<file path="src/rtl/core/hps_pitch_tuner_indicator_defines.svh">
// Assertion macros shared by the pitch tuner RTL.
`ifndef HPS_PITCH_TUNER_INDICATOR_DEFINES_SVH
`define HPS_PITCH_TUNER_INDICATOR_DEFINES_SVH

`ifndef SYNTH
`define HPT_ASSERT_IMPLIES(label, clk, rst_n, ante, cons) \
    label: assert property (@(posedge clk) disable iff (!rst_n) (ante) |-> (cons)) \
        else $error("hpt assertion failed");
`define HPT_ASSERT_NEXT(label, clk, rst_n, ante, cons) \
    label: assert property (@(posedge clk) disable iff (!rst_n) (ante) |=> (cons)) \
        else $error("hpt assertion failed");
`else
`define HPT_ASSERT_IMPLIES(label, clk, rst_n, ante, cons)
`define HPT_ASSERT_NEXT(label, clk, rst_n, ante, cons)
`endif

`endif

</file>
<file path="src/rtl/core/hpt_pkg.sv">
// Shared constants, types and codes of the pitch tuner.
package hpt_pkg;

    localparam int BINS         = 4096;
    localparam int BINS_LOG2    = $clog2(BINS);
    localparam int STORE_DEPTH  = (3 * BINS) / 8;
    localparam int PRODUCT_BINS = BINS / 8;
    localparam int CNT_W        = $clog2(BINS + 1);
    localparam int STORE_AW     = $clog2(STORE_DEPTH);
    localparam int K_W          = $clog2(PRODUCT_BINS);

    localparam int MAG_W   = 16;
    localparam int PROD1_W = 2 * MAG_W;
    localparam int PROD_W  = 3 * MAG_W;
    localparam int FREQ_W  = 18;
    localparam int BIN_W   = 9;
    localparam int IND_W   = 2;

    localparam int SCALE_W = 21;
    localparam logic [SCALE_W-1:0] CENTIHZ_SCALE = SCALE_W'(1100000);
    localparam int FP_W = K_W + SCALE_W;
    localparam logic [FREQ_W-1:0] FREQ_MAX =
        FREQ_W'((64'(PRODUCT_BINS - 1) * 64'(1100000)) / 64'(BINS));

    localparam int TARGET_W = 18;
    localparam int TOL_W    = 14;
    localparam int OFF_W    = 17;
    localparam int HOLD_W   = 3;
    localparam int CFG_IDX_W  = 2;
    localparam int CFG_DATA_W = 18;

    localparam int QUEUE_DEPTH = 4;
    localparam int QUEUE_AW    = $clog2(QUEUE_DEPTH);

    typedef enum logic [IND_W-1:0] {
        IND_OFF  = 2'd0,
        IND_HIGH = 2'd1,
        IND_LOW  = 2'd2,
        IND_TUNE = 2'd3
    } ind_t;

    typedef enum logic [CFG_IDX_W-1:0] {
        CFG_TARGET    = 2'd0,
        CFG_TOLERANCE = 2'd1,
        CFG_OFF_BAND  = 2'd2,
        CFG_HOLD      = 2'd3
    } cfg_idx_t;

    typedef struct packed {
        logic [TARGET_W-1:0] target;
        logic [TOL_W-1:0]    tolerance;
        logic [OFF_W-1:0]    off_band;
        logic [HOLD_W-1:0]   hold;
    } cfg_t;

    // One classified bin as it travels from the front to the back.
    typedef struct packed {
        logic [MAG_W-1:0]    mag;
        logic                wr;
        logic [STORE_AW-1:0] waddr;
        logic                prod;
        logic [K_W-1:0]      k;
        logic                last;
    } op_t;

    typedef struct packed {
        logic full;
        logic empty;
    } queue_status_t;

endpackage

</file>
<file path="src/rtl/core/hpt_front.sv">
// Front end: accepts bins, tracks the bin index and classifies each bin.
module hpt_front
    import hpt_pkg::*;
(
    input  logic          clk,
    input  logic          rst_n,
    input  logic          in_valid,
    output logic          in_stall,
    input  logic [MAG_W-1:0] magnitude,
    input  logic          last,
    input  queue_status_t q_status,
    output logic          push,
    output op_t           op
);

    logic [CNT_W-1:0] bin_cnt_reg;
    logic [1:0]       phase_reg;
    logic [CNT_W-1:0] k_cnt_reg;

    assign in_stall = q_status.full;
    assign push     = in_valid && !q_status.full;

    // The bin index is tracked modulo three alongside its third, so bin 3k
    // is recognized without a divider.
    always_comb
    begin
        op.mag   = magnitude;
        op.wr    = bin_cnt_reg < CNT_W'(STORE_DEPTH);
        op.waddr = STORE_AW'(bin_cnt_reg);
        op.prod  = (phase_reg == 2'd0) && (k_cnt_reg != '0)
                   && (k_cnt_reg < CNT_W'(PRODUCT_BINS));
        op.k     = K_W'(k_cnt_reg);
        op.last  = last;
    end

    always_ff @(posedge clk or negedge rst_n)
    begin
        if (!rst_n)
        begin
            bin_cnt_reg <= '0;
            phase_reg   <= '0;
            k_cnt_reg   <= '0;
        end
        else if (push)
        begin
            if (last)
            begin
                bin_cnt_reg <= '0;
                phase_reg   <= '0;
                k_cnt_reg   <= '0;
            end
            else if (bin_cnt_reg < CNT_W'(BINS))
            begin
                bin_cnt_reg <= bin_cnt_reg + CNT_W'(1);
                if (phase_reg == 2'd2)
                begin
                    phase_reg <= '0;
                    k_cnt_reg <= k_cnt_reg + CNT_W'(1);
                end
                else
                begin
                    phase_reg <= phase_reg + 2'd1;
                end
            end
        end
    end

endmodule

</file>
<file path="config.mk">
export PLATFORM = sky130hd
export DESIGN_NAME = hpt_front
export DESIGN_NICKNAME = d
export VERILOG_FILES = /design/src/rtl/core/hps_pitch_tuner_indicator_defines.svh /design/src/rtl/core/hpt_pkg.sv /design/src/rtl/core/hpt_front.sv
export SDC_FILE = /design/constraint.sdc
export NUM_CORES = 1
export LEC_CHECK = 0
export BUFFER_PORTS_ARGS = -buffer_cell sky130_fd_sc_hd__buf_2
export CORE_UTILIZATION = 50
export CTS_CLUSTER_DIAMETER = 30
export DETAILED_ROUTE_END_ITERATION = 8
export GPL_TIMING_DRIVEN = 0
export PLACE_DENSITY = 0.9
export SETUP_SLACK_MARGIN = 0.2
export SYNTH_ARGS = -nofsm -noshare
export SYNTH_HDL_FRONTEND = slang
export SYNTH_SLANG_ARGS = --single-unit
</file>
<file path="constraint.sdc">
create_clock -name clk -period 2.06 [get_ports clk]
set_input_delay 0.309 -clock clk [delete_from_list [all_inputs] [get_ports clk]]
set_output_delay 0.309 -clock clk [all_outputs]
set_load 0.01 [all_outputs]
</file>
### Word-level counts from Yosys, hierarchy flattened

Index checks and enable logic that the tools add are counted.

* register bits: 28
* input port bits: 22
* output and inout bits: 41
* logic and storage cells: 28

* $add $sub $neg: 3
* order comparisons: 3
* equal/unequal tests: 1
* multiplexer cells: 8
* reductions and logical operators: 10

Operators with widths (number)
* 13-bit 2-to-1 mux: 5
* 13-bit by 1-bit adder with 13-bit output (second input constant): 2
* 13-bit by 10-bit less-than comparator with 1-bit output (second input constant): 1
* 13-bit by 11-bit less-than comparator with 1-bit output (second input constant): 1
* 13-bit less-than comparator (second input constant): 1
* 13-bit nonzero test: 1
* 2-bit 2-to-1 mux: 3
* 2-bit nonzero test: 2
* 1-bit logical AND: 3
* 3-bit AND reduction: 1
* 2-bit by 1-bit adder with 2-bit output (second input constant): 1
* 2-bit == test (second input constant): 1
* 2-bit zero test: 1
* 2-bit AND reduction: 1
* 1-bit zero test: 1

### Longest topological paths before layout

* depth after elaboration: 4
* gate-level depth with buffers: 7
* depth with buffers taken out: 5

### Worst setup path after synthesis

No wires, ideal clock.

* path kind: register -> register
* start point: reg bin_cnt_reg[12]
* end point: reg bin_cnt_reg[11]
* library setup time: 0.066 ns
* arrival: 1.764 ns
* required time: 1.994 ns
* setup slack: 0.230 ns
* cell stages (with the launch flop): 6
* path buffers: 1
* clock period less this slack: 1.830 ns
* cell sequence: dfrtp_1 > nor2b_1 > or4_1 > buf_2 > or4b_1 > nand2_1

* word-level cells in the longest chain between the ends: 3

Ends and longest elaborated chain
* start: declaration: RTL line hpt_front.sv:16 `logic [CNT_W-1:0] bin_cnt_reg;`
* start signal: assignment: RTL line hpt_front.sv:54 `bin_cnt_reg <= bin_cnt_reg + CNT_W'(1);`
* 13-bit less-than comparator: RTL line hpt_front.sv:52 `else if (bin_cnt_reg < CNT_W'(BINS))`
* 2-bit nonzero test (no source line)
* 2-bit AND reduction (no source line)

No other way between the ends.
A chain may end at the register's enable or synchronous reset.

### Worst setup path after layout

Ends and elaborated chain as after synthesis.

==> summary.md <==
| Metric | Value |
|---|---|
| Status | complete, no violations |
| Post-synthesis sequential area ratio | 0.388 |
| Hold WC Path Type | in2reg |
| First drt pass iteration count | 4 |
| CP Capture Type | flip-flop |
| Chip height | 62.1 microns |
| Ant. Diodes | 0 |
| Slowest CP cell | or4_4 |
| Tcrit/Tclk final | 0.912 |
| CTS sink cnt | 28 |
| Tightest Pin Transition | 0.614 ns |
| Num CTS Buffers | 3 |
| TritonCTS clock tree | done |
| Drt wl/cell | 11.6 microns |
| F_max | 0.532 GHz |
| Synth unique cells | 38 |
| Crit path launch type | flip-flop |
| RSZ-0062 raised after global routing | yes |
| Buf+Inv Stages, Crit Path | 1 |
| Via density | 5.18 |
| Grt ovf | 0 |
| Number of core rows | 21 |
| GRT Util Overall | 0.190 |
| Final Hold Vio Count | 0 |
| Clock Pin Slew Worst Setup and Hold Paths | 0.14 ns |
| Die Width | 62.1 microns |
| Top-count cell post-synth | buf_4 |
| Critical path fanouts, max | 8 |
| Synth Cell Area | 0.00181 sq mm |
| Core ar. | 0.00339 sq mm |
| Crit path max-delay family | simple AND/OR/NAND/NOR gates |
| Synth Instances | 203 |
| PwrDens | 582 mW/mm^2 |
| Max cap viols | 0 |
| Final WL | 3.52 mm |
| Synth top area share | 0.388 |
| Crit path cell chain | nor2b_4, or4_4, buf_6, or4b_1, nand2_1 |
| Final net count | 284 |
| Via count | 1570 |
| Tot Pwr | 1.29 mW |
| Post-layout util | 0.653 |
| DRC Markers | 0 |
| Initial Utilization | 0.533 |
| Net Count, Synth | 228 |
| Area Growth Syn to Fin | 22.5% |
| Setup Viol. Count Final | 0 |
| Top cells by count, synth | 38 x buf_4, 28 x dfrtp_1, 15 x nand2_1, 15 x o21ai_0, 12 x a21oi_1 |
| Largest net degree at the start of global routing | 29 |
| DP HPWL | 2.54 mm |
| Async set-or-reset flop fraction in the synthesized netlist | 1.00 |
| #FFs+latches synth | 28 |
| Critical setup path kind | reg2reg |
| Die area | 0.00386 sq mm |
| Number of DRC markers in iteration 0 | 41 |
| Vias in the first global route | 1266 |
| Synth area leaders | dfrtp_1 39%, buf_4 16%, o21ai_0 4.2%, or3_1 3.5%, a21oi_1 3.3% |
| Ys flop type | dfrtp_1 |
| Setup Skew | 0.00640 ns |
| Port-buffer cells | 45 |
| Minimum clock period | 1.88 ns |
| IR drop worst, VDD | 0.270 mV |
| RePlAce Congestion | 0.824 |
| Max Transition Viols Final | 0 |
| Initial antenna violation count | 0 |
| Slew headroom | 0.590 |
| Clock Latency Late Sink | 0.33 ns |
| WP data required | 2.34 ns |
| Syn Area/Cell | 8.89 sq um |
| Synth warn | 0 |
| Synth area leader | dfrtp_1 |
| Clock Tree Buf Depth | 2 |
| WP data arrival | 2.16 ns |
| Clk Tree Root Cell | clkbuf_4 |
| Io pins | 63 |
| ANT nets after route | 0 |
| R2R setup slack | 0.18 ns |
| Leakage | 1.09 nW |
| H-tree depth | 1 |
| Slowest Stage Delay on Critical Path | 0.51 ns |
| Number of flops mapped to enable cells by yosys | 0 |
| Layout cells sized above 1 | 0.424 |
| First-pass GRT wire length | 5.33 mm |
worst min-delay path: stages:
cell and delay [ns]:
buf_2 0.11, nand2b_4 0.06, buf_6 0.11, nor3_1 0.06, nand2_1 0.06, o21ai_0 0.07
stage by stage:
stage	setup TNS (ns)	cell area, sq um	cells	setup WS (ns)	hold WS, ns
2_1_floorplan	0	1810	203	0.230	0.0134
5_1_grt	0	2210	303	0.120	0.521
3_3_place_gp	-0.0779	2090	294	-0.0118	0.350
6_report	0	2210	303	0.180	0.489
4_1_cts	0	2160	301	0.173	0.491
3_5_place_dp	-0.0125	2090	294	-0.0125	0.362
repair_timing:
action,4_1_cts,5_1_grt
endpoints found under the setup margin,9,16
pin swaps,0,1
hold buffers,1,0
endpoints found under the hold margin,28,0
setup buffers,3,2
resized for setup,4,11
metal layers:
layer  up-vias  global-route usage  wire length (microns)  share of wire
met5         -                   0                      0              0
met4         0              0.0857                     55          0.016
met3         4              0.0248                    158          0.045
met2        45               0.316                   1690           0.48
met1       727               0.248                   1610           0.46
li1        794                   -                      -              -
cell usage in the layout (no fill, tap or decap), drive strengths merged, types with 2 or more instances in the layout:
| cell type | netlist | layout |
|---|---|---|
| a21oi | 12 | 12 |
| and2 | 2 | 2 |
| and3 | 2 | 2 |
| and4 | 2 | 2 |
| buf | 42 | 91 |
| clkbuf | 2 | 6 |
| dfrtp | 28 | 28 |
| ha | 3 | 3 |
| inv | 7 | 7 |
| mux2 | 2 | 2 |
| nand2 | 15 | 15 |
| nand2b | 4 | 4 |
| nand3 | 8 | 8 |
| nand4 | 3 | 3 |
| nor2 | 11 | 11 |
| nor3 | 2 | 2 |
| nor3b | 2 | 2 |
| nor4 | 6 | 6 |
| nor4b | 2 | 2 |
| o2111ai | 3 | 3 |
| o211ai | 2 | 2 |
| o21ai | 15 | 15 |
| or3 | 10 | 10 |
| or4 | 2 | 2 |
| xnor2 | 5 | 5 |
| xor2 | 3 | 3 |
power by group:
| part | switching [mW] | leakage (nW) | total, mW | internal (mW) |
|---|---|---|---|---|
| Combinational | 0.176 | 0.703 | 0.391 | 0.215 |
| Sequential | 0.0697 | 0.374 | 0.667 | 0.597 |
| Clock | 0.160 | 0.0138 | 0.229 | 0.0689 |
path summary, 6_finish.rpt:
check | startpoint | end | cells past startpoint
setup / recovery | bin_cnt_reg[12]$_DFFE_PN0P_ | bin_cnt_reg[11]$_DFFE_PN0P_ | 5
hold / removal | in_valid | phase_reg[1]$_DFFE_PN0P_ | 6
setup reg to reg | bin_cnt_reg[12]$_DFFE_PN0P_ | bin_cnt_reg[11]$_DFFE_PN0P_ | 5
hold reg to reg | bin_cnt_reg[1]$_DFFE_PN0P_ | bin_cnt_reg[1]$_DFFE_PN0P_ | 2
max in group asynchronous | rst_n | k_cnt_reg[9]$_DFFE_PN0P_ | 2
min in group asynchronous | rst_n | k_cnt_reg[8]$_DFFE_PN0P_ | 2
final cells by class:
cell class / count / area, sq um
Buffer: 44 / 325
Clock buffer: 3 / 22.5
Fill cell: 290 / 1180
Inverter: 7 / 26.3
Multi-Input combinational cell: 124 / 805
Sequential cell: 28 / 703
Tap cell: 46 / 57.6
Timing Repair Buffer: 51 / 273
cells by family after synthesis:
family          after synthesis  share of synthesized area
xor+xnor                      8                     0.0388
mux                           2                     0.0125
compound gates               37                      0.121
simple gates                 74                      0.228
buf+inv                      51                      0.191
flops                        28                      0.388
fa+ha+maj                     3                     0.0208
Power figures use the tool's default switching activity.
