===== src/rtl/core/hps_pitch_tuner_indicator_defines.svh =====
// Assertion macros shared by the pitch tuner RTL.
`ifndef HPS_PITCH_TUNER_INDICATOR_DEFINES_SVH
`define HPS_PITCH_TUNER_INDICATOR_DEFINES_SVH

`ifndef SYNTH
`define HPT_ASSERT_IMPLIES(label, clk, rst_n, ante, cons) \
    label: assert property (@(posedge clk) disable iff (!rst_n) (ante) |-> (cons)) \
        else $error("hpt assertion failed");
`define HPT_ASSERT_NEXT(label, clk, rst_n, ante, cons) \
    label: assert property (@(posedge clk) disable iff (!rst_n) (ante) |=> (cons)) \
        else $error("hpt assertion failed");
`else
`define HPT_ASSERT_IMPLIES(label, clk, rst_n, ante, cons)
`define HPT_ASSERT_NEXT(label, clk, rst_n, ante, cons)
`endif

`endif


===== src/rtl/core/hpt_pkg.sv =====
// Shared constants, types and codes of the pitch tuner.
package hpt_pkg;

    localparam int BINS         = 4096;
    localparam int BINS_LOG2    = $clog2(BINS);
    localparam int STORE_DEPTH  = (3 * BINS) / 8;
    localparam int PRODUCT_BINS = BINS / 8;
    localparam int CNT_W        = $clog2(BINS + 1);
    localparam int STORE_AW     = $clog2(STORE_DEPTH);
    localparam int K_W          = $clog2(PRODUCT_BINS);

    localparam int MAG_W   = 16;
    localparam int PROD1_W = 2 * MAG_W;
    localparam int PROD_W  = 3 * MAG_W;
    localparam int FREQ_W  = 18;
    localparam int BIN_W   = 9;
    localparam int IND_W   = 2;

    localparam int SCALE_W = 21;
    localparam logic [SCALE_W-1:0] CENTIHZ_SCALE = SCALE_W'(1100000);
    localparam int FP_W = K_W + SCALE_W;
    localparam logic [FREQ_W-1:0] FREQ_MAX =
        FREQ_W'((64'(PRODUCT_BINS - 1) * 64'(1100000)) / 64'(BINS));

    localparam int TARGET_W = 18;
    localparam int TOL_W    = 14;
    localparam int OFF_W    = 17;
    localparam int HOLD_W   = 3;
    localparam int CFG_IDX_W  = 2;
    localparam int CFG_DATA_W = 18;

    localparam int QUEUE_DEPTH = 4;
    localparam int QUEUE_AW    = $clog2(QUEUE_DEPTH);

    typedef enum logic [IND_W-1:0] {
        IND_OFF  = 2'd0,
        IND_HIGH = 2'd1,
        IND_LOW  = 2'd2,
        IND_TUNE = 2'd3
    } ind_t;

    typedef enum logic [CFG_IDX_W-1:0] {
        CFG_TARGET    = 2'd0,
        CFG_TOLERANCE = 2'd1,
        CFG_OFF_BAND  = 2'd2,
        CFG_HOLD      = 2'd3
    } cfg_idx_t;

    typedef struct packed {
        logic [TARGET_W-1:0] target;
        logic [TOL_W-1:0]    tolerance;
        logic [OFF_W-1:0]    off_band;
        logic [HOLD_W-1:0]   hold;
    } cfg_t;

    // One classified bin as it travels from the front to the back.
    typedef struct packed {
        logic [MAG_W-1:0]    mag;
        logic                wr;
        logic [STORE_AW-1:0] waddr;
        logic                prod;
        logic [K_W-1:0]      k;
        logic                last;
    } op_t;

    typedef struct packed {
        logic full;
        logic empty;
    } queue_status_t;

endpackage


===== src/rtl/core/hpt_queue.sv =====
// Short queue of classified bins between the front and the back.
module hpt_queue
    import hpt_pkg::*;
(
    input  logic          clk,
    input  logic          rst_n,
    input  logic          push,
    input  op_t           push_op,
    input  logic          pop,
    output op_t           head,
    output queue_status_t status
);

    op_t                 entry_reg [QUEUE_DEPTH];
    logic [QUEUE_AW-1:0] wr_ptr_reg;
    logic [QUEUE_AW-1:0] rd_ptr_reg;
    logic [QUEUE_AW:0]   count_reg;

    assign head         = entry_reg[rd_ptr_reg];
    assign status.full  = count_reg == (QUEUE_AW + 1)'(QUEUE_DEPTH);
    assign status.empty = count_reg == '0;

    always_ff @(posedge clk)
    begin
        if (push)
        begin
            entry_reg[wr_ptr_reg] <= push_op;
        end
    end

    always_ff @(posedge clk or negedge rst_n)
    begin
        if (!rst_n)
        begin
            wr_ptr_reg <= '0;
            rd_ptr_reg <= '0;
            count_reg  <= '0;
        end
        else
        begin
            if (push)
            begin
                wr_ptr_reg <= wr_ptr_reg + QUEUE_AW'(1);
            end
            if (pop)
            begin
                rd_ptr_reg <= rd_ptr_reg + QUEUE_AW'(1);
            end
            if (push && !pop)
            begin
                count_reg <= count_reg + (QUEUE_AW + 1)'(1);
            end
            else if (pop && !push)
            begin
                count_reg <= count_reg - (QUEUE_AW + 1)'(1);
            end
        end
    end

endmodule


===== config.mk =====
export PLATFORM = sky130hd
export DESIGN_NAME = hpt_queue
export DESIGN_NICKNAME = d
export VERILOG_FILES = /design/src/rtl/core/hps_pitch_tuner_indicator_defines.svh /design/src/rtl/core/hpt_pkg.sv /design/src/rtl/core/hpt_queue.sv
export SDC_FILE = /design/constraint.sdc
export NUM_CORES = 1
export LEC_CHECK = 0
export ABC_AREA = 1
export BUFFER_PORTS_ARGS = -buffer_cell sky130_fd_sc_hd__buf_4
export CAP_MARGIN = 10
export CORE_MARGIN = 1.5
export CORE_UTILIZATION = 58
export DETAILED_ROUTE_END_ITERATION = 10
export PLACE_DENSITY = 0.85
export SETUP_SLACK_MARGIN = 0.5
export SLEW_MARGIN = 10
export SYNTH_ARGS = -nofsm -noshare
export SYNTH_HDL_FRONTEND = slang
export SYNTH_SLANG_ARGS = --single-unit

===== constraint.sdc =====
create_clock -name clk -period 2.22 [get_ports clk]
set_input_delay 0.444 -clock clk [delete_from_list [all_inputs] [get_ports clk]]
set_output_delay 0.444 -clock clk [all_outputs]
set_load 0.01 [all_outputs]

# Word-level counts from Yosys, hierarchy flattened
# Memories as Yosys holds them, arrays and structs flattened.
# Index checks and enable logic that the tools add are counted.
# op_classes
add_sub_neg,4
n_eq_ne,1
n_mux,4
n_reduce_logical,6
# ops
cell,n
3-bit 2-to-1 mux,2
"2-bit by 1-bit adder with 2-bit output, second input constant",2
"3-bit by 1-bit adder with 3-bit output, second input constant",1
"3-bit == test, second input constant",1
3-bit logical NOT,1
"3-bit by 1-bit subtractor with 3-bit output, second input constant",1
1-bit logical AND,2
1-bit logical NOT,2
1-bit 2-to-1 mux,2
2-bit nonzero test,1
# word_totals
ff_bits,7
ramBits,156
in_bits,43
output_inout_bits,41
word_cells,19
mem_count,1
# memory_table
memory,words,width,rd,rd_ports_with_merged_regs,wr,line_no,text
entry_reg,4,39,1,0,1,hpt_queue.sv:14,op_t entry_reg [QUEUE_DEPTH];

# Longest topological paths before layout
# Gate-level depths: netlist of run 1.
# logic_depth
depth_word,4
depth_mapped,9

# Worst setup path before layout of run 1
# No wires, ideal clock.
# synth_timing
kind,input to register
start,input port push
end,memory entry_reg[0][0] (netlist bit) (enable)
setup_time_ns,0.394
t_arrival_ns,1.501
required_time_ns,1.826
path_slack_ns,0.325
path_stages,3
n_path_buf,1
cell_sequence,clkbuf_1 > nand2_1 > inv_1
# synth_between
elab_chain_len,2
# synth_rtl
element,line_no,text
"start, declared",hpt_queue.sv:7,"input logic push,"
1-bit 2-to-1 mux,hpt_queue.sv:25,if (push)
1-bit 2-to-1 mux (not written as such),hpt_queue.sv:27,entry_reg[wr_ptr_reg] <= push_op;
"end, declared",hpt_queue.sv:14,
# No other way between the ends.

==> impl_metrics.ini, run 1 <==
[status]
status = finished, violations left
violations = negative setup slack

[layout]
fill_cells = 661
largest_register_ffs = 156
seqCellArea_um2 = 4870
area.growth.synth_to_final_pct = 26.4
multi_input_area_um2 = 1410
final_nets = 656
drive_above_1_share_pct = 30.0
diodes = 0

[route]
postRouteAntennaNets = 0
dr.pass1.iters = 5
wl_per_cell_um = 20.1
drt-total-wl_mm = 15.3
vias_per_cell = 5.53
vias = 4216
drc = 0
first_iter_violations = 365

[timing]
period_needed_ns = 2.23
finalWorstSetupSlack_ns = -0.0117
period_share_pct = 101
worst_pin_slew_ns = 0.390
tns_ns = -0.0117
setup_viol_count_final = 1
whs_ns = 0.218
fin_skew_ns = 0.00844
grt_setup_unrepaired = yes
drv_slew = 0
final-hold-violation-count = 0
max_clock_freq_mhz = 448
max-slew-margin-rel_pct = 74.0

[floorplanning]
die_h_um = 111
initial_utilization_pct = 59.6
io_pins = 84
core-area_um2 = 11400
fp.dieArea_um2 = 12400
fp-row-count = 39
die_width_um = 111

[power_and_ir_drop]
p_per_area_nw_per_um2 = 1440
seqPwrFrac_pct = 34.7
intPower_mw = 8.17
clock_power_share_pct = 23.9
swShare_pct = 34.0
total_power_mw = 12.4
peakVddDrop_mv = 0.761
combPwrFrac_pct = 41.3
leakage_nw = 3.52
switchingPower_mw = 4.20

[hold_path]
min_path_type = input port to register
min_path_cells = 1
min_to = entry_reg[0][9]
worstHoldStart = push_op[9]

[worst_setup_path]
endpoint_kind = primary output
rr_worst_depth = 5
r2r_start = wr_ptr_reg[0]
critPathRequiredTime_ns = 1.78
critPathMaxFanout = 6
startpoint_type = register
worstReg2RegEnd = entry_reg[0][24]
arrival_ns = 1.79
worstSetupPathType = register to primary output
reg2reg_slack_ns = 0.79

[grt]
grt_pass1_vias = 4369
grt_pass1_wl_mm = 22.6
antenna_found_initial = 0
track_usage_pct = 24.6
grt_max_degree = 75
gr-total-overflow = 0

[cts]
cts_root_buf = clkbuf_16
clkSinkCount = 163
cts.clk_slew.worst_paths_ns = 0.06
numCtsBuffers = 17
cts_tree = yes
cts.htree.levels = 4
clock_path_buffers = 2
clk_latency_ns = 0.43

[run]
drv_cap = 0

[yosys]
ys_seq_area_share_pct = 71.4
synth_top_area_share_pct = 68.8
yosysWarnings = 0
syn_area_um2 = 6800
ys_ff_latch = 163
synth_cell_type_count = 18
synth_area_leaders = edfxtp_1 (69%), nand2_1 (7.2%), o211ai_2 (5.9%), o211ai_1 (5.1%), inv_1 (5.0%)
yosys.area.top_type = edfxtp_1
syn_area_per_cell_um2 = 13.5
synth_cells = 503
synth_fp_nets = 552

[placed_design]
hpwlAfterDp_mm = 7.51
dp_slack_ns = 0.408
place_congestion = 0.726
portBuffers = 83
critical path: stages (launching register included):
cell and delay (ns):
dfrtp_4 0.53, buf_12 0.18, buf_16 0.14, o211ai_1 0.26
nand2_2 0.13, buf_6 0.14
worst max-delay path by stage:
stage,startpoint,to,cells after the start,slack [ns]
2_1_floorplan,wr_ptr_reg[0],entry_reg[0][0],4,0.56
6_report,rd_ptr_reg[0],head[3],5,-0.01
3_3_place_gp,wr_ptr_reg[0],entry_reg[2][22],5,0.49
3_5_place_dp,wr_ptr_reg[0],entry_reg[0][29],5,0.41
4_1_cts,rd_ptr_reg[0],head[10],4,0.05
5_1_grt,rd_ptr_reg[0],head[3],5,-0.1
synthesized netlist by cell type:
cell	instances
buf_2	6
buf_4	2
buf_6	15
clkbuf_1	4
dfrtp_1	7
edfxtp_1	156
fa_1	1
ha_1	5
inv_1	90
nand2_1	130
nand3_1	1
nand4_1	1
nor3_1	2
o211ai_1	46
o211ai_2	32
o21ai_1	1
xnor2_1	1
xor2_1	3
timing repair:
action | CTS | global route
buffers inserted | 7 | 2
pin swaps | 23 | 18
gates cloned | 7 | 4
endpoints found under the setup margin | 86 | 69
gates resized for setup | 17 | 12
hold endpoints to repair | 7 | 0
hold buffers | 1 | 0
routing by layer:
| metal | vias to the layer above | routed length, um | GRT usage (%) |
|---|---|---|---|
| li1 | 1957 | - | - |
| met2 | 197 | 7880 | 40.9 |
| met1 | 2018 | 5720 | 30.5 |
| met5 | - | 0 | 0 |
| met3 | 44 | 1200 | 6.67 |
| met4 | 0 | 507 | 11.1 |
power groups by stage:
| stage | sequential [mW] | combinational [mW] | clock (mW) |
|---|---|---|---|
| after floorplan | 4.25 | 2.66 | 0 |
| after global placement | 4.27 | 3.92 | 0 |
| after detailed placement | 4.31 | 4.03 | 0 |
| after CTS | 4.26 | 4.77 | 2.97 |
| after global routing | 4.34 | 5.51 | 3.11 |
| final | 4.29 | 5.11 | 2.96 |
cells by family (layout without fill, tap and decap cells):
logic type / count (synthesis) / count (layout) / share of synthesized area [%]
adders and majority gates: 6 / 6 / 1.21
xor gates and xnor gates: 4 / 4 / 0.515
AOI/OAI and AO/OA: 79 / 79 / 11.0
and+or+nand+nor: 134 / 134 / 7.48
buffers and inverters: 117 / 234 / 8.33
DFF: 163 / 163 / 71.4
cells in the final DEF (no fill, tap or decap), types with 2 or more instances in the layout:
master	Yosys	layout
clkinvlp_4	0	7
clkbuf_1	4	2
nand2_2	0	3
ha_1	5	5
nor3_2	0	2
buf_12	0	7
bufinv_16	0	3
buf_6	15	8
clkinv_2	0	2
nand2_1	130	127
dfrtp_1	7	4
dfrtp_2	0	2
o211ai_2	32	30
inv_1	90	85
clkbuf_16	0	19
edfxtp_1	156	156
o211ai_1	46	46
clkinv_4	0	4
xor2_1	3	3
buf_16	0	9
o211ai_4	0	2
clkbuf_8	0	2
buf_4	2	84
cell type report:
class / count / share of cell area (%)
tap: 143 / 2.08
sequential: 163 / 56.6
inverter: 90 / 4.13
clock inverter: 12 / 1.83
clock buffer: 20 / 5.19
multi-input combinational: 223 / 16.4
timing repair buffer: 112 / 13.7
through the flow:
step	utilization [%]	cells	area, um^2
detailed placement	66.1	710	7540
floorplan	-	503	6820
finish	75.3	763	8600
global route	75.3	763	8600
CTS	74.1	757	8460
global placement	66.1	710	7540
Power figures use the tool's default switching activity.
==> inputs of run 2 (changes only) <==
==> constraint.sdc (replaced) <==
create_clock -name clk -period 2.22 [get_ports clk]
set_input_delay 0.333 -clock clk [delete_from_list [all_inputs] [get_ports clk]]
set_output_delay 0.333 -clock clk [all_outputs]
set_load 0.01 [all_outputs]
==> run 2 against run 1 <==
  * The run now ends clean
  * Wire length up 1.6%
  * Fmax rose by 1.1%
  * Critical path depth did not move
  * Die area did not move
  * Clock power is 2% lower
  * First-iteration DRC count grew 42%
  * Combinational power fell by 3%
  * Final area shrank 1.0%
  * Sequential power about the same
  * Largest cell class unchanged
==> impl_metrics.ini, run 2 (synthesized netlist as in run 1, its figures left out) <==
[layout]
fill_cells = 647
diodes = 0
mostFrequentLayoutCells = edfxtp_1 (156), nand2_1 (128), buf_4 (86), inv_1 (85), o211ai_1 (46)
area.growth.synth_to_final_pct = 25.1
final_cells = 764
drive_above_1_share_pct = 29.0
largest_register_ffs = 156
final_nets = 657
layout_commonest_cell = edfxtp_1

[grt]
gr-total-overflow = 0
track_usage_pct = 23.7
grt_pass1_wl_mm = 22.1
antenna_found_initial = 0
grt_pass1_vias = 4256
grt_max_degree = 45

[timing]
period_needed_ns = 2.21
drv_slew = 0
tns_ns = 0
period_share_pct = 99.4
worst_pin_slew_ns = 0.346
setup_viol_count_final = 0
grt_setup_unrepaired = yes
max_clock_freq_mhz = 453
fin_skew_ns = 0.00793
final-hold-violation-count = 0
max-slew-margin-rel_pct = 76.9

[placed_design]
dp.cells = 712
hpwlAfterDp_mm = 7.70
place_congestion = 0.714
portBuffers = 83

[worst_setup_path]
endpoint_kind = primary output
startpoint_type = register
critPathMaxFanout = 8
critPathRequiredTime_ns = 1.89
arrival_ns = 1.87
worstSetupPathType = register to primary output

[floorplanning]
fp.dieArea_um2 = 12400
initial_utilization_pct = 59.6
io_pins = 84
core-area_um2 = 11400
die_width_um = 111
die_h_um = 111
fp-row-count = 39

[cts]
clk_latency_ns = 0.42
numCtsBuffers = 17
clkSinkCount = 163
clock_path_buffers = 2
cts_tree = yes
cts.clk_slew.worst_paths_ns = 0.06
cts_root_buf = clkbuf_16
cts.htree.levels = 4

[route]
met3WireLength_mm = 1.26
postRouteAntennaNets = 0
drc = 0
wl_per_cell_um = 20.4
wl_met1_mm = 5.95
highest_layer = met4
dr.pass1.iters = 6
first_iter_violations = 518
wl_met2_mm = 7.98
drt-total-wl_mm = 15.6
vias = 4362
vias_per_cell = 5.71

[power_and_ir_drop]
p_per_area_nw_per_um2 = 1430
leakage_nw = 3.48
peakVddDrop_mv = 0.780

[run]
drv_cap = 0

[status]
status = completed

[hold_path]
min_path_type = input port to register
[run 2: cell types whose count changed in the layout (fill, tap and decap cells not counted), sizes merged]
cell / change
buf: -1
clkbuf: +5
clkinv: -3
[run 2: power breakdown]
| group | internal (mW) | total, mW | switching (mW) | leakage, nW |
|---|---|---|---|---|
| registers | 4.04 | 4.28 | 0.241 | 1.51 |
| clock network | 1.80 | 2.91 | 1.11 | 0.277 |
| logic | 2.18 | 4.94 | 2.76 | 1.69 |
[run 2: area by class of cell]
| class | count | area [um^2] | area share (%) |
|---|---|---|---|
| Clock buffer | 23 | 458 | 5.38 |
| Clock inverter | 9 | 131 | 1.54 |
| Inverter | 90 | 355 | 4.17 |
| Multi-Input combinational cell | 223 | 1380 | 16.2 |
| Sequential cell | 163 | 4860 | 57.2 |
| Tap cell | 143 | 179 | 2.10 |
| Timing Repair Buffer | 113 | 1140 | 13.4 |
[run 2: critical path, stage by stage, from the launching register on]
cell      delay, ns
dfrtp_4        0.49
buf_12         0.17
buf_16         0.14
o211ai_1       0.32
nand2_1        0.18
buf_6          0.16
[run 2: through the flow]
stage | utilization (%) | power, mW | area [um^2] | worst slack (ns) | hold WS (ns)
3_5_place_dp | 66.1 | 8.34 | 7550 | 0.408 | 0.157
6_report | 74.5 | 12.1 | 8510 | 0.0130 | 0.117
2_1_floorplan | - | 6.91 | 6820 | 0.562 | 0.0374
4_1_cts | 72.7 | 11.5 | 8300 | 0.180 | 0.112
5_1_grt | 74.5 | 12.6 | 8510 | 0.00948 | 0.110
3_3_place_gp | 66.1 | 8.16 | 7550 | 0.481 | 0.154
[run 2: routing by layer]
layer | global-route usage (%) | vias to the layer above
li1 | - | 1952
met1 | 30.1 | 2138
met2 | 40.3 | 244
met3 | 5.80 | 28
met4 | 8.19 | 0
met5 | 0 | -
[run 2: repair_timing]
item                                   4_1_cts  5_1_grt
buffers inserted                             8        2
endpoints found under the hold margin        7        0
gates cloned                                 1        8
pin swaps                                    7       34
hold buffers                                 1        0
setup endpoints to repair                  128       39
gates resized for setup                      8       10
[run 2: worst paths after layout]
kind,from,end,slack [ns],cells past startpoint
max reg2reg,wr_ptr_reg[0],entry_reg[2][7],0.72,5
max in group asynchronous,rst_n,rd_ptr_reg[0],1.81,2
min reg2reg,count_reg[2],count_reg[2],0.57,2
min,push_op[38],entry_reg[0][38],0.12,1
min in group asynchronous,rst_n,wr_ptr_reg[0],0.27,2
max,rd_ptr_reg[0],head[21],0.01,5
==> inputs of run 3 (changes only) <==
--- a/config.mk
+++ b/config.mk
@@ -9,10 +9,10 @@
 export BUFFER_PORTS_ARGS = -buffer_cell sky130_fd_sc_hd__buf_4
 export CAP_MARGIN = 10
 export CORE_MARGIN = 1.5
-export CORE_UTILIZATION = 58
+export CORE_UTILIZATION = 60
+export CTS_BUF_LIST = sky130_fd_sc_hd__clkbuf_4 sky130_fd_sc_hd__clkbuf_8
 export DETAILED_ROUTE_END_ITERATION = 10
-export PLACE_DENSITY = 0.85
-export SETUP_SLACK_MARGIN = 0.5
+export PLACE_DENSITY = 0.87
 export SLEW_MARGIN = 10
 export SYNTH_ARGS = -nofsm -noshare
 export SYNTH_HDL_FRONTEND = slang
==> run 3 against run 2 <==
  * Global-route usage down 1.7 points
  * Final area shrank 6.6%
  * Register-to-register slack worse by 0.08 ns
  * Final cell count decreased by 2.9%
  * Die area fell by 3.2%
  * Critical endpoint is now head[20]
  * Largest power group is now registers
==> impl_metrics.ini, run 3 (synthesized netlist as in run 1, its figures left out) <==
[timing]
tns_ns = 0
max-slew-margin-rel_pct = 60.0
period_share_pct = 95.3
grt_setup_unrepaired = no
final-hold-violation-count = 0
period_needed_ns = 2.12
setup_viol_count_final = 0
fin_skew_ns = 0.0126
drv_slew = 0
max_clock_freq_mhz = 473
worst_pin_slew_ns = 0.600

[floorplanning]
die_h_um = 109
io_pins = 84
die_width_um = 109
fp.dieArea_um2 = 12000
fp-row-count = 38
core-area_um2 = 10900
initial_utilization_pct = 62.2

[route]
drc = 0
dr.pass1.iters = 4
first_iter_violations = 220
drt-total-wl_mm = 12.1
vias = 3927
postRouteAntennaNets = 0
vias_per_cell = 5.29
wl_per_cell_um = 16.3

[layout]
stdcell_area_um2 = 7950
fill_cells = 716
largest_register_ffs = 156
layout_commonest_cell = edfxtp_1
diodes = 0
drive_above_1_share_pct = 26.9
final_cells = 742
final_core_util_pct = 72.7
seqCellArea_um2 = 4860
area.growth.synth_to_final_pct = 16.9
final_nets = 638
multi_input_area_um2 = 1380
mostFrequentLayoutCells = edfxtp_1 (156), nand2_1 (130), buf_4 (86), inv_1 (85), o211ai_1 (46)

[power_and_ir_drop]
seqPwrFrac_pct = 40.9
peakVddDrop_mv = 0.864
total_power_mw = 10.4
intPower_mw = 6.83
leakage_nw = 3.27
p_per_area_nw_per_um2 = 1310
combPwrFrac_pct = 38.5
switchingPower_mw = 3.55
swShare_pct = 34.2
clock_power_share_pct = 20.6

[cts]
clock_path_buffers = 2
clk_latency_ns = 0.44
cts_hold_repair.buffers = 1
cts_root_buf = clkbuf_8
numCtsBuffers = 17
cts.htree.levels = 4
cts_tree = yes
cts_resized = 0
post_cts_buffers = 0
clkSinkCount = 163
cts.clk_slew.worst_paths_ns = 0.08

[placed_design]
portBuffers = 83
dp.cells = 709
hpwlAfterDp_mm = 7.62
place_congestion = 0.711
placed_cell_area_um2 = 7540

[worst_setup_path]
worstSetupPathType = register to primary output
critPathMaxFanout = 39
endpoint_kind = primary output
startpoint_type = register
arrival_ns = 1.78
critPathRequiredTime_ns = 1.89

[grt]
antenna_found_initial = 0
grt_max_degree = 93
gr-total-overflow = 0
grt_pass1_wl_mm = 19.3
track_usage_pct = 22.0
grt_pass1_vias = 4016

[hold_path]
min_path_type = input port to register

[status]
status = completed

[run]
drv_cap = 0
-- run 3: cell types whose count changed in the layout (fill, tap and decap cells not counted), sizes merged --
cell,previous run,this run
inv,86,90
buf,107,93
clkbuf,28,21
clkinvlp,7,2
clkinv,3,6
-- run 3: worst max-delay path, cell delays in order, from the launching register on --
cell and delay [ns]:
dfrtp_2 0.37, buf_4 0.51, o211ai_1 0.19, nand2_1 0.15, buf_4 0.13
-- run 3: power by group through the flow --
stage / Sequential (mW) / Combinational, mW / Clock, mW
after floorplan: 4.25 / 2.65 / 0
after global placement: 4.27 / 3.92 / 0
after detailed placement: 4.31 / 4.06 / 0
after CTS: 4.25 / 4.07 / 2.17
after global routing: 4.29 / 4.40 / 2.29
final: 4.24 / 4.00 / 2.14
-- run 3: layer usage --
metal / part of all wire, % / vias up / routed length, um / global-route usage (%)
li1: - / 1902 / - / -
met2: 53 / 112 / 6410 / 38.4
met1: 41 / 1896 / 4970 / 26.3
met4: 1.4 / 0 / 165 / 7.79
met5: 0 / - / 0 / 0
met3: 4.8 / 17 / 581 / 6.11
-- run 3: path summary, 6_finish.rpt --
path / start / end / slack (ns) / cells past startpoint
min: push_op[31] / entry_reg[1][31] / 0.09 / 1
max in group asynchronous: rst_n / rd_ptr_reg[0] / 1.83 / 2
max: rd_ptr_reg[1] / head[20] / 0.10 / 4
min in group asynchronous: rst_n / rd_ptr_reg[0] / 0.24 / 2
min reg2reg: wr_ptr_reg[0] / wr_ptr_reg[0] / 0.56 / 1
max reg2reg: wr_ptr_reg[0] / entry_reg[3][15] / 0.64 / 4
-- run 3: metrics by stage --
stage                     hold slack [ns]  worst slack [ns]
after global routing               0.0589           0.00326
after detailed placement            0.157             0.549
after CTS                          0.0660            0.0577
final                              0.0869             0.105
after global placement              0.153             0.606
after floorplan                    0.0374             0.394
-- run 3: final cells by class --
class                           instances  share of cell area [%]
Multi-Input combinational cell        223                    17.3
Sequential cell                       163                    61.2
Clock inverter                         11                    1.72
Inverter                               90                    4.25
Timing Repair Buffer                   94                    10.0
Clock buffer                           21                    3.32
Tap cell                              140                    2.20
